## config.mk

```make
export PLATFORM = sky130hd
export DESIGN_NAME = sample_digitizer_record_framer
export DESIGN_NICKNAME = d
export VERILOG_FILES = /design/src/sv/sdrf_pkg.sv /design/src/sv/sdrf_frame_ctrl.sv /design/src/sv/sdrf_quantizer.sv /design/src/sv/sample_digitizer_record_framer.sv
export SDC_FILE = /design/constraint.sdc
export NUM_CORES = 2
export LEC_CHECK = 0
export BUFFER_PORTS_ARGS = -buffer_cell sky130_fd_sc_hd__buf_2
export CORE_ASPECT_RATIO = 1.4
export CORE_MARGIN = 8
export CORE_UTILIZATION = 65
export CTS_CLUSTER_SIZE = 10
export DETAILED_ROUTE_END_ITERATION = 6
export PLACE_DENSITY_LB_ADDON = 0.15
export SYNTH_ARGS = -nofsm -noshare
export SYNTH_HDL_FRONTEND = slang
export SYNTH_SLANG_ARGS = --single-unit
```

## constraint.sdc

```tcl
create_clock -name clk -period 9.2 [get_ports clk]
set_clock_uncertainty 0.2 [all_clocks]
set_input_delay 1.84 -clock clk [delete_from_list [all_inputs] [get_ports clk]]
set_output_delay 1.84 -clock clk [all_outputs]
set_load 0.01 [all_outputs]
```

## src/sv/sdrf_pkg.sv

```systemverilog
`timescale 1ns / 1ps
`default_nettype none
// ----------------------------------------------------------------------------
// Record framer package
// Shared constants, types and helper functions for the sample digitizer
// record framer.
// ----------------------------------------------------------------------------
package sdrf_pkg;

    localparam int VOLT_W   = 24;
    localparam int DIFF_W   = VOLT_W + 1;
    localparam int GAIN_W   = 32;
    localparam int BITS_W   = 5;
    localparam int RLEN_W   = 23;
    localparam int POS_W    = 22;
    localparam int TIME_W   = 48;
    localparam int CODE_W   = 16;
    localparam int RNUM_W   = 32;
    localparam int PROD_W   = DIFF_W + GAIN_W + 1;
    localparam int PROD_FRAC = 28;
    localparam int CFG_W    = 32;

    // Longest record, also used when the length register holds zero.
    localparam logic [RLEN_W-1:0] POS_LIMIT = RLEN_W'(4194304);

    // Reset values of the configuration registers.
    localparam logic [VOLT_W-1:0] VOLT_MIN_RST    = VOLT_W'(-262144);
    localparam logic [GAIN_W-1:0] CODE_GAIN_RST   = GAIN_W'(131072);
    localparam logic [BITS_W-1:0] SAMPLE_BITS_RST = BITS_W'(8);
    localparam logic [RLEN_W-1:0] REC_LEN_RST     = POS_LIMIT;

    typedef enum logic [1:0] {
        CFG_VOLT_MIN    = 2'd0,
        CFG_CODE_GAIN   = 2'd1,
        CFG_SAMPLE_BITS = 2'd2,
        CFG_REC_LENGTH  = 2'd3
    } cfg_index_t;

    typedef enum logic {
        MODE_START  = 1'b0,
        MODE_SAMPLE = 1'b1
    } item_mode_t;

    // Record tag that travels with a kept sample through the quantizer.
    typedef struct packed {
        logic [RNUM_W-1:0] record_number;
        logic              record_last;
    } frame_tag_t;

    // Largest code for a given bit depth; depths above 16 act as 16.
    function automatic logic [CODE_W-1:0] code_ceiling(input logic [BITS_W-1:0] bits);
        logic [BITS_W-1:0] eff;
        logic [CODE_W:0]   full;
        eff  = (bits > BITS_W'(CODE_W)) ? BITS_W'(CODE_W) : bits;
        full = (17'd1 << eff) - 17'd1;
        return full[CODE_W-1:0];
    endfunction

    // Record length with out-of-range settings mapped to the longest record.
    function automatic logic [RLEN_W-1:0] eff_length(input logic [RLEN_W-1:0] len);
        return (len == '0 || len > POS_LIMIT) ? POS_LIMIT : len;
    endfunction

endpackage
`default_nettype wire

```

## src/sv/sdrf_frame_ctrl.sv

```systemverilog
`timescale 1ns / 1ps
`default_nettype none
// ----------------------------------------------------------------------------
// Record framer control
// Holds the skip threshold and record counters, decides which samples are
// kept and tags each kept sample with its record number and last flag.
// ----------------------------------------------------------------------------
module sdrf_frame_ctrl (
    input  wire logic                       clk,
    input  wire logic                       rst_n,
    input  wire logic                       accept,
    input  wire logic                       mode,
    input  wire logic [47:0]                time_index,
    input  wire logic                       block_end,
    input  wire logic [22:0]                record_length,
    output logic                            keep,
    output sdrf_pkg::frame_tag_t            tag
);
    import sdrf_pkg::*;

    logic [TIME_W-1:0] skip_threshold_reg;
    logic [TIME_W-1:0] skip_threshold_next;
    logic [TIME_W-1:0] threshold_in_block_reg;
    logic [TIME_W-1:0] threshold_in_block_next;
    logic              in_block_reg;
    logic              in_block_next;
    logic [POS_W-1:0]  record_position_reg;
    logic [POS_W-1:0]  record_position_next;
    logic [RNUM_W-1:0] record_count_reg;
    logic [RNUM_W-1:0] record_count_next;

    logic [TIME_W-1:0] threshold;
    logic [RLEN_W-1:0] pos_inc;
    logic              fills;

    // The drop test uses the threshold latched at block start.
    assign threshold = in_block_reg ? threshold_in_block_reg : skip_threshold_reg;
    assign keep      = (mode == MODE_SAMPLE) && (time_index >= threshold);
    assign pos_inc   = {1'b0, record_position_reg} + RLEN_W'(1);
    assign fills     = (pos_inc == eff_length(record_length));

    assign tag = {record_count_reg, fills};

    always_comb
    begin
        skip_threshold_next     = skip_threshold_reg;
        threshold_in_block_next = threshold_in_block_reg;
        in_block_next           = in_block_reg;
        record_position_next    = record_position_reg;
        record_count_next       = record_count_reg;
        if (accept)
        begin
            if (mode == MODE_START)
            begin
                skip_threshold_next  = time_index;
                record_position_next = '0;
                record_count_next    = '0;
                in_block_next        = 1'b0;
            end
            else
            begin
                threshold_in_block_next = threshold;
                in_block_next           = 1'b1;
                if (keep)
                begin
                    if (fills)
                    begin
                        record_position_next = '0;
                        record_count_next    = record_count_reg + RNUM_W'(1);
                    end
                    else
                    begin
                        record_position_next = pos_inc[POS_W-1:0];
                    end
                end
                if (block_end)
                begin
                    skip_threshold_next = time_index + TIME_W'(1);
                    in_block_next       = 1'b0;
                end
            end
        end
    end

    always_ff @(posedge clk or negedge rst_n)
    begin
        if (!rst_n)
        begin
            skip_threshold_reg     <= '0;
            threshold_in_block_reg <= '0;
            in_block_reg           <= 1'b0;
            record_position_reg    <= '0;
            record_count_reg       <= '0;
        end
        else
        begin
            skip_threshold_reg     <= skip_threshold_next;
            threshold_in_block_reg <= threshold_in_block_next;
            in_block_reg           <= in_block_next;
            record_position_reg    <= record_position_next;
            record_count_reg       <= record_count_next;
        end
    end

    // A start clears both record counters.
    a_start_clears: assert property (@(posedge clk) disable iff (!rst_n)
        accept && (mode == MODE_START) |=> record_position_reg == '0 && record_count_reg == '0)
        else $error("record counters not cleared after start");

    // A block end always closes the block.
    a_block_end_closes: assert property (@(posedge clk) disable iff (!rst_n)
        accept && (mode == MODE_SAMPLE) && block_end |=> !in_block_reg)
        else $error("block still open after block end");

    // The record count moves only on an accepted transaction.
    a_count_stable: assert property (@(posedge clk) disable iff (!rst_n)
        !accept |=> $stable(record_count_reg))
        else $error("record count changed without a transaction");

endmodule
`default_nettype wire

```

## src/sv/sdrf_quantizer.sv

```systemverilog
`timescale 1ns / 1ps
`default_nettype none
// ----------------------------------------------------------------------------
// Sample quantizer pipeline
// Subtracts the voltage floor, scales by the gain and clamps to the bit
// depth in three registered stages with per-stage flow control.
// ----------------------------------------------------------------------------
module sdrf_quantizer (
    input  wire logic                       clk,
    input  wire logic                       rst_n,
    input  wire logic [23:0]                volt_min,
    input  wire logic [31:0]                code_gain,
    input  wire logic [4:0]                 sample_bits,
    input  wire logic                       item_valid,
    input  wire logic [23:0]                voltage,
    input  wire sdrf_pkg::frame_tag_t       item_tag,
    output logic                            item_ready,
    output logic                            result_valid,
    input  wire logic                       result_stall,
    output logic [15:0]                     code,
    output logic [31:0]                     record_number,
    output logic                            record_last
);
    import sdrf_pkg::*;

    logic                      s1_valid_reg;
    logic signed [DIFF_W-1:0]  s1_diff_reg;
    frame_tag_t                s1_tag_reg;
    logic                      s2_valid_reg;
    logic signed [PROD_W-1:0]  s2_prod_reg;
    frame_tag_t                s2_tag_reg;
    logic                      out_valid_reg;
    logic [CODE_W-1:0]         out_code_reg;
    frame_tag_t                out_tag_reg;

    logic                      out_take;
    logic                      s2_ready;
    logic                      s1_ready;
    logic signed [DIFF_W-1:0]  diff_next;
    logic signed [GAIN_W:0]    gain_s;
    logic signed [PROD_W-1:0]  prod_next;
    logic [PROD_W-PROD_FRAC-1:0] whole;
    logic [CODE_W-1:0]         ceiling;
    logic [CODE_W-1:0]         code_next;

    assign out_take   = !out_valid_reg || !result_stall;
    assign s2_ready   = !s2_valid_reg || out_take;
    assign s1_ready   = !s1_valid_reg || s2_ready;
    assign item_ready = s1_ready;

    assign diff_next = $signed({voltage[VOLT_W-1], voltage})
                     - $signed({volt_min[VOLT_W-1], volt_min});
    assign gain_s    = $signed({1'b0, code_gain});
    assign prod_next = s1_diff_reg * gain_s;

    assign whole   = s2_prod_reg[PROD_W-1:PROD_FRAC];
    assign ceiling = code_ceiling(sample_bits);

    always_comb
    begin
        if (s2_prod_reg[PROD_W-1])
            code_next = '0;
        else if (whole > {{(PROD_W-PROD_FRAC-CODE_W){1'b0}}, ceiling})
            code_next = ceiling;
        else
            code_next = whole[CODE_W-1:0];
    end

    always_ff @(posedge clk or negedge rst_n)
    begin
        if (!rst_n)
        begin
            s1_valid_reg  <= 1'b0;
            s2_valid_reg  <= 1'b0;
            out_valid_reg <= 1'b0;
        end
        else
        begin
            if (s1_ready)
                s1_valid_reg <= item_valid;
            if (s2_ready)
                s2_valid_reg <= s1_valid_reg;
            if (out_take)
                out_valid_reg <= s2_valid_reg;
        end
    end

    always_ff @(posedge clk)
    begin
        if (s1_ready && item_valid)
        begin
            s1_diff_reg <= diff_next;
            s1_tag_reg  <= item_tag;
        end
        if (s2_ready && s1_valid_reg)
        begin
            s2_prod_reg <= prod_next;
            s2_tag_reg  <= s1_tag_reg;
        end
        if (out_take && s2_valid_reg)
        begin
            out_code_reg <= code_next;
            out_tag_reg  <= s2_tag_reg;
        end
    end

    assign result_valid  = out_valid_reg;
    assign code          = out_code_reg;
    assign record_number = out_tag_reg.record_number;
    assign record_last   = out_tag_reg.record_last;

    // A held first stage keeps its sample until the next stage frees up.
    a_s1_holds: assert property (@(posedge clk) disable iff (!rst_n)
        s1_valid_reg && !s2_ready |=> s1_valid_reg && $stable(s1_diff_reg))
        else $error("first stage lost a held sample");

    // A held product stays put while the output register is occupied.
    a_s2_holds: assert property (@(posedge clk) disable iff (!rst_n)
        s2_valid_reg && !out_take |=> s2_valid_reg && $stable(s2_prod_reg))
        else $error("product stage lost a held sample");

    // A stalled result stays on the output unchanged.
    a_out_holds: assert property (@(posedge clk) disable iff (!rst_n)
        out_valid_reg && result_stall |=> out_valid_reg && $stable(out_code_reg))
        else $error("stalled result changed");

endmodule
`default_nettype wire

```

## src/sv/sample_digitizer_record_framer.sv

```systemverilog
`timescale 1ns / 1ps
`default_nettype none
// ----------------------------------------------------------------------------
// Sample digitizer record framer
// Drops samples below the block's skip threshold, quantizes the rest and
// frames them into numbered records.
// ----------------------------------------------------------------------------
// The block takes one transaction per clock on the sample channel while
// sample_stall is low, starts of run and samples alike. For a kept sample
// the voltage subtraction is captured into the first stage at the accepting
// edge, then the gain multiply into the second stage and then the clamp into
// the output register, which drives the result channel. The drop decision,
// the skip threshold and the record counters are all resolved in the cycle
// the transaction is accepted, so a start, a dropped sample or a block end
// never costs extra cycles. Each of the three stages has its own flow
// control, so a stalled result channel only back-pressures the sample channel
// once all three stages are full.
// Configuration registers may be written only while no sample is in flight.
// ----------------------------------------------------------------------------
module sample_digitizer_record_framer (
    input  wire logic        clk,
    input  wire logic        rst_n,
    // Configuration write port.
    input  wire logic        cfg_write,
    input  wire logic [1:0]  cfg_index,
    input  wire logic [31:0] cfg_data,
    // Sample channel.
    input  wire logic        sample_valid,
    output logic             sample_stall,
    input  wire logic        mode,
    input  wire logic [47:0] time_index,
    input  wire logic [23:0] voltage,
    input  wire logic        block_end,
    // Result channel.
    output logic             result_valid,
    input  wire logic        result_stall,
    output logic [15:0]      code,
    output logic [31:0]      record_number,
    output logic             record_last
);
    import sdrf_pkg::*;

    logic [VOLT_W-1:0] volt_min_reg;
    logic [GAIN_W-1:0] code_gain_reg;
    logic [BITS_W-1:0] sample_bits_reg;
    logic [RLEN_W-1:0] record_length_reg;

    logic        accept;
    logic        keep;
    logic        q_ready;
    frame_tag_t  tag;

    // Configuration registers; only the low bits of the write data are kept.
    always_ff @(posedge clk or negedge rst_n)
    begin
        if (!rst_n)
        begin
            volt_min_reg      <= VOLT_MIN_RST;
            code_gain_reg     <= CODE_GAIN_RST;
            sample_bits_reg   <= SAMPLE_BITS_RST;
            record_length_reg <= REC_LEN_RST;
        end
        else if (cfg_write)
        begin
            case (cfg_index_t'(cfg_index))
                CFG_VOLT_MIN:    volt_min_reg      <= cfg_data[VOLT_W-1:0];
                CFG_CODE_GAIN:   code_gain_reg     <= cfg_data[GAIN_W-1:0];
                CFG_SAMPLE_BITS: sample_bits_reg   <= cfg_data[BITS_W-1:0];
                CFG_REC_LENGTH:  record_length_reg <= cfg_data[RLEN_W-1:0];
                default:         ;
            endcase
        end
    end

    // Every transaction is accepted once the quantizer's first stage has room,
    // whether or not the item turns out to produce a result.
    assign sample_stall = !q_ready;
    assign accept       = sample_valid && q_ready;

    sdrf_frame_ctrl u_ctrl (
        .clk           (clk),
        .rst_n         (rst_n),
        .accept        (accept),
        .mode          (mode),
        .time_index    (time_index),
        .block_end     (block_end),
        .record_length (record_length_reg),
        .keep          (keep),
        .tag           (tag)
    );

    sdrf_quantizer u_quant (
        .clk           (clk),
        .rst_n         (rst_n),
        .volt_min      (volt_min_reg),
        .code_gain     (code_gain_reg),
        .sample_bits   (sample_bits_reg),
        .item_valid    (sample_valid && keep),
        .voltage       (voltage),
        .item_tag      (tag),
        .item_ready    (q_ready),
        .result_valid  (result_valid),
        .result_stall  (result_stall),
        .code          (code),
        .record_number (record_number),
        .record_last   (record_last)
    );

endmodule
`default_nettype wire
```

# Yosys cells after proc, flatten, opt, wreduce, memory -nomap -nowiden
# Cells that the tools add are included.
[totals] reg_bits=436 word_cells=78 in_bits=113
[classes] n_shift=1 magnitude_cmp=4 n_addsub=5 eq_ne=7 n_mux=14 n_mul=1 reduce_logical=25
[op_table] operator="48-bit 2-to-1 mux" n=3
[op_table] operator="32-bit 2-to-1 mux" n=3
[op_table] operator="22-bit 2-to-1 mux" n=3
[op_table] operator="25-bit by 33-bit multiplier with 58-bit output" n=1
[op_table] operator="48-bit by 1-bit adder with 48-bit output (second input constant)" n=1
[op_table] operator="48-bit greater-or-equal comparator" n=1
[op_table] operator="32-bit by 1-bit adder with 32-bit output (second input constant)" n=1
[op_table] operator="30-bit by 16-bit greater-than comparator with 1-bit output" n=1
[op_table] operator="24-bit by 24-bit subtractor with 25-bit output" n=1
[op_table] operator="22-bit by 1-bit adder with 23-bit output (second input constant)" n=1
[op_table] operator="23-bit == test" n=1
[op_table] operator="23-bit greater-than comparator (second input constant)" n=1
[op_table] operator="23-bit zero test" n=1
[op_table] operator="23-bit 2-to-1 mux" n=1
[op_table] operator="16-bit 2-to-1 mux" n=1
[op_table] operator="1-bit by 5-bit left shift with 16-bit output (first input constant)" n=1
[op_table] operator="16-bit by 1-bit subtractor with 16-bit output (second input constant)" n=1
[op_table] operator="2-bit AND reduction" n=7
[op_table] operator="1-bit logical AND" n=6
[op_table] operator="5-bit greater-than comparator (second input constant)" n=1
[op_table] operator="1-bit zero test" n=5
[op_table] operator="5-bit 2-to-1 mux" n=1
[op_table] operator="2-bit == test (second input constant)" n=2
[op_table] operator="1-bit logical OR" n=4
[op_table] operator="6 further kinds" n=8

# Logic depth before layout (Yosys ltp)
[depth] word_depth=7 ltp_mapped=26 mapped_depth_nobuf=25

# Hierarchy
# From an unflattened synthesis, not the netlist that was laid out.
[unflattened] hier_cells=4666 area_unflattened_um2=45995.4
[modules_own_cells] module="sdrf_quantizer" cells_each=3320 seq_area_each_um2=5180.0 instances=1 area_per_inst_um2=32718.9
[modules_own_cells] module="sdrf_frame_ctrl" cells_each=1164 seq_area_each_um2=3778.6 instances=1 area_per_inst_um2=10114.7
[modules_own_cells] module="sample_digitizer_record_framer" cells_each=182 seq_area_each_um2=2113.3 instances=1 area_per_inst_um2=3161.8

# Least setup slack after synthesis
# OpenSTA, ideal clock, no wires.
[synth_timing] path_type="reg2reg" startpoint="register u_quant.s1_diff_reg[24]" endpoint="register u_quant.s2_prod_reg[48], data pin" t_required_ns=8.865 path_slack_ns=1.731 setup_time_ns=0.135 t_arrival_ns=7.134 stages_incl_launch_ff=24 cell_sequence="edfxtp_1 > clkbuf_1 > nand2b_1 > fa_1 > fa_1 > inv_1 > fa_1 > fa_1 > fa_1 > fa_1 > inv_1 > fa_1 > inv_1 > ha_1 > a21oi_1 > o211ai_1 > a2111oi_0 > a221oi_1 > a2bb2oi_1 > o21ai_0 > a31oi_1 > o21bai_1 > a2111o_1 > nand3_1"
[synth_between] elab_chain_cells=1
[synth_lines] element="from (decl)" line_no="sdrf_quantizer.sv:27" source="logic signed [DIFF_W-1:0] s1_diff_reg;"
[synth_lines] element="from (signal assigned)" line_no="sdrf_quantizer.sv:92" source="s1_diff_reg <= diff_next;"
[synth_lines] element="25-bit by 33-bit multiplier with 58-bit output" line_no="sdrf_quantizer.sv:54" source="assign prod_next = s1_diff_reg * gain_s;"
[synth_lines] element="via u_quant.prod_next[48]" line_no="sdrf_quantizer.sv:41" source="logic signed [PROD_W-1:0] prod_next;"
[synth_lines] element="to (signal assigned)" line_no="sdrf_quantizer.sv:97" source="s2_prod_reg <= prod_next;"
[synth_lines] element="to (decl)" line_no="sdrf_quantizer.sv:30" source="logic signed [PROD_W-1:0] s2_prod_reg;"
# The timed path passes the listed nets, and every way through them passes these cells.
# A chain may end at the register's enable or synchronous reset.

# Final worst setup path
[layout_timing] startpoint="register u_quant.s1_diff_reg[7]" endpoint="register u_quant.s2_prod_reg[52], data pin"
# The elaborated chain is that of the path after synthesis.

==> results.txt <==
Status -> finished clean
Maximum buffer depth of the clock tree -> 3
Dominant synthesized flop cell -> dfrtp_1
Total CTS buffers -> 48
Tot GR Track Use -> 0.304
Initial Utilization -> 0.657
Die Y -> 329 µm
CTS clk-pin slew, worst paths -> 0.06 ns
Critical Path AT -> 8.78 ns
I/O pins -> 164
Syn_nets -> 5716
Crit Path Category -> register to register
Post-CTS setup repair buffer count -> 0
Maximum number of pins on one net before global-route repair -> 101
RSZ-0062 raised after global routing -> no
Tmin final -> 8.59 ns
H-tree depth -> 2
Final Max Slew Viols -> 0
CTS Hold Bufs -> 0
Layout area overhead -> 7.09%
Via count -> 32800
Fin crit share -> 0.933
Post-synthesis cell area -> 45400 µm²
Total Routed Length -> 116000 µm
Die span in x -> 239 µm
Worst slew pin tran -> 1.21 ns
Crit start category -> register
DRC violations left -> 0
Endpoints failing setup -> 0
Max Freq -> 0.116 GHz
DPL Wire Length -> 90700 µm
DR top layer -> met5
Max transition margin -> 0.194
CTS tree -> done
Initial antenna violation count -> 4
Hold crit path type -> register to register
Post-CTS sizing -> 0
Synth unique cells -> 86
Number of flops mapped to enable cells by yosys -> 170
Post-synthesis cell count -> 4601
Crit path required time -> 9.39 ns
Root buffer cell -> clkbuf_16
# Max-Cap Violations -> 0
Wire length per cell -> 20.5 µm
Die area -> 78600 µm²
First-pass GRT wire length -> 188000 µm
Async S/R FF share, synth -> 0.583
Initial DRT Pass Iterations -> 6
Sinks on Clock Net -> 408
Met2 Routed Length -> 59300 µm
Vias in the first global route -> 35200
Placeable Area -> 69000 µm²
Crit end category -> register
GPL Wtd Cong -> 0.949
Syn avg cell area -> 9.86 µm²
YS warnings -> 0
#FFs+latches synth -> 408
Clk_lat worst skew -> 0.60 ns
Wl on met1 -> 44100 µm
Critical path peak fanout -> 21
Met3 routed WL -> 6820 µm
Cell row count -> 114
Sequential fraction of the synthesis area -> 0.244
Number of port buffers -> 163
Final core occ -> 0.704
Remaining Overflow, GRT -> 0
Final Hold Viols -> 0
Drt initial violations -> 2371
Layout cell share with drive strength beyond 1 -> 0.0866
Post-DRT Antenna Nets -> 0
Vias/cell -> 5.82
Setup tns final -> 0 ns
Nets -> 5787
[area by class of cell]
type,count,area [µm²]
multi-input cells,3181,30500
clock inverters,5,81.3
repair buffers,240,1400
inverters,793,2980
flip-flops and latches,408,11100
fillers,5363,20400
well taps,928,1160
clock buffers,84,1390
diodes,1,2.50
[cells in the final DEF (no fill, tap or decap), types with 15 or more instances in the layout]
cell type  count
edfxtp_1     170
ha_1         315
a31oi_1       17
a21o_1        57
nand3_1       69
xor2_1        44
o21ai_0      175
nor2_1        98
nor3_1        42
and2_1       405
inv_1        790
mux2_2        64
and3_1        33
o31ai_1       31
a21oi_1       74
buf_2        162
nand2b_1      24
mux2i_1       54
buf_4         77
a211oi_1      20
o211ai_1      37
dfrtp_1      228
xnor2_1       64
or3_1         20
nor4_1        15
nor2b_1       37
nand2_1      608
fa_1         687
clkbuf_1      33
clkbuf_16     50
nand4_1       42
[final timing paths]
check	from	endpoint	slack [ns]	cells past startpoint
max	u_quant.s1_diff_reg[7]$_DFFE_PP_	u_quant.s2_prod_reg[52]$_DFFE_PP_	0.61	22
min	u_quant.s2_tag_reg[9]$_DFFE_PP_	u_quant.record_number[8]$_DFFE_PP_	0.20	0
max in group asynchronous	rst_n	code_gain_reg[16]$_DFFE_PN0P_	6.26	2
min in group asynchronous	rst_n	u_ctrl.skip_threshold_reg[26]$_DFFE_PN0P_	1.02	1
max reg2reg	u_quant.s1_diff_reg[7]$_DFFE_PP_	u_quant.s2_prod_reg[52]$_DFFE_PP_	0.61	22
min reg2reg	u_quant.s2_tag_reg[9]$_DFFE_PP_	u_quant.record_number[8]$_DFFE_PP_	0.20	0
[synth_stat cells (12+ instances only)]
master    instances  share of area
mux2_2           64          0.016
a21oi_1          74         0.0082
xor2_1           44         0.0085
nand2b_1         24         0.0033
o211ai_1         37         0.0061
a31oi_1          17         0.0023
fa_1            687           0.30
and3_1           33         0.0046
ha_1            315          0.087
mux2i_1          54          0.012
nor2b_1          37         0.0051
nor2_1           98         0.0081
a21o_1           57         0.0094
nor4_1           15         0.0021
edfxtp_1        170           0.11
o21ai_0         175          0.019
or2_2            12         0.0017
o31ai_1          31         0.0051
inv_1           791          0.065
and2_1          406          0.056
or3_1            20         0.0028
nand2_1         609          0.050
a211oi_1         20         0.0033
nand3_1          69         0.0076
nand4_1          42         0.0058
clkbuf_1        202          0.017
o21a_1           12         0.0020
nor3_1           42         0.0046
xnor2_1          64          0.012
dfrtp_1         229           0.13
[kinds of logic after synthesis]
kind of cell	Yosys count	synth area share
adders and majority gates	1002	0.390
muxes	118	0.0278
DFF	408	0.244
AOI/OAI and AO/OA	505	0.0716
and+or+nand+nor	1445	0.160
xor gates and xnor gates	111	0.0222
buffers and inverters	1012	0.0844
[worst max-delay path, stage by stage, from the launching register on]
cell       delay (ns)
edfxtp_1         0.90
buf_4            0.30
and2_1           0.16
fa_1             0.43
fa_1             0.51
inv_1            0.06
fa_1             0.50
fa_1             0.52
inv_1            0.05
fa_1             0.47
fa_1             0.47
fa_1             0.48
ha_1             0.35
a21o_1           0.21
a31o_2           0.22
a2111oi_0        0.40
a221oi_1         0.14
buf_4            0.20
a2bb2oi_1        0.33
o21ai_0          0.30
a31oi_1          0.46
o21ai_0          0.29
o311ai_0         0.43
[through the flow]
stage                     hold slack (ns)  worst slack [ns]  instance area, µm²  std cells
after floorplan                     0.200              1.73               45400       4601
after global placement              0.203             0.858               47100       5550
after detailed placement            0.205             0.731               47100       5550
after CTS                           0.197             0.705               48600       5639
after global routing                0.216            0.0789               48600       5639
final                               0.203             0.613               48600       5640
[layer usage]
layer,up-vias,GRT usage
met5,-,0
met4,4,0.130
met3,320,0.0408
met2,1145,0.535
met1,16600,0.373
li1,14700,-
Power is not shown: default switching activity piles up to over one toggle a cycle in this logic, so the estimate is an artifact.
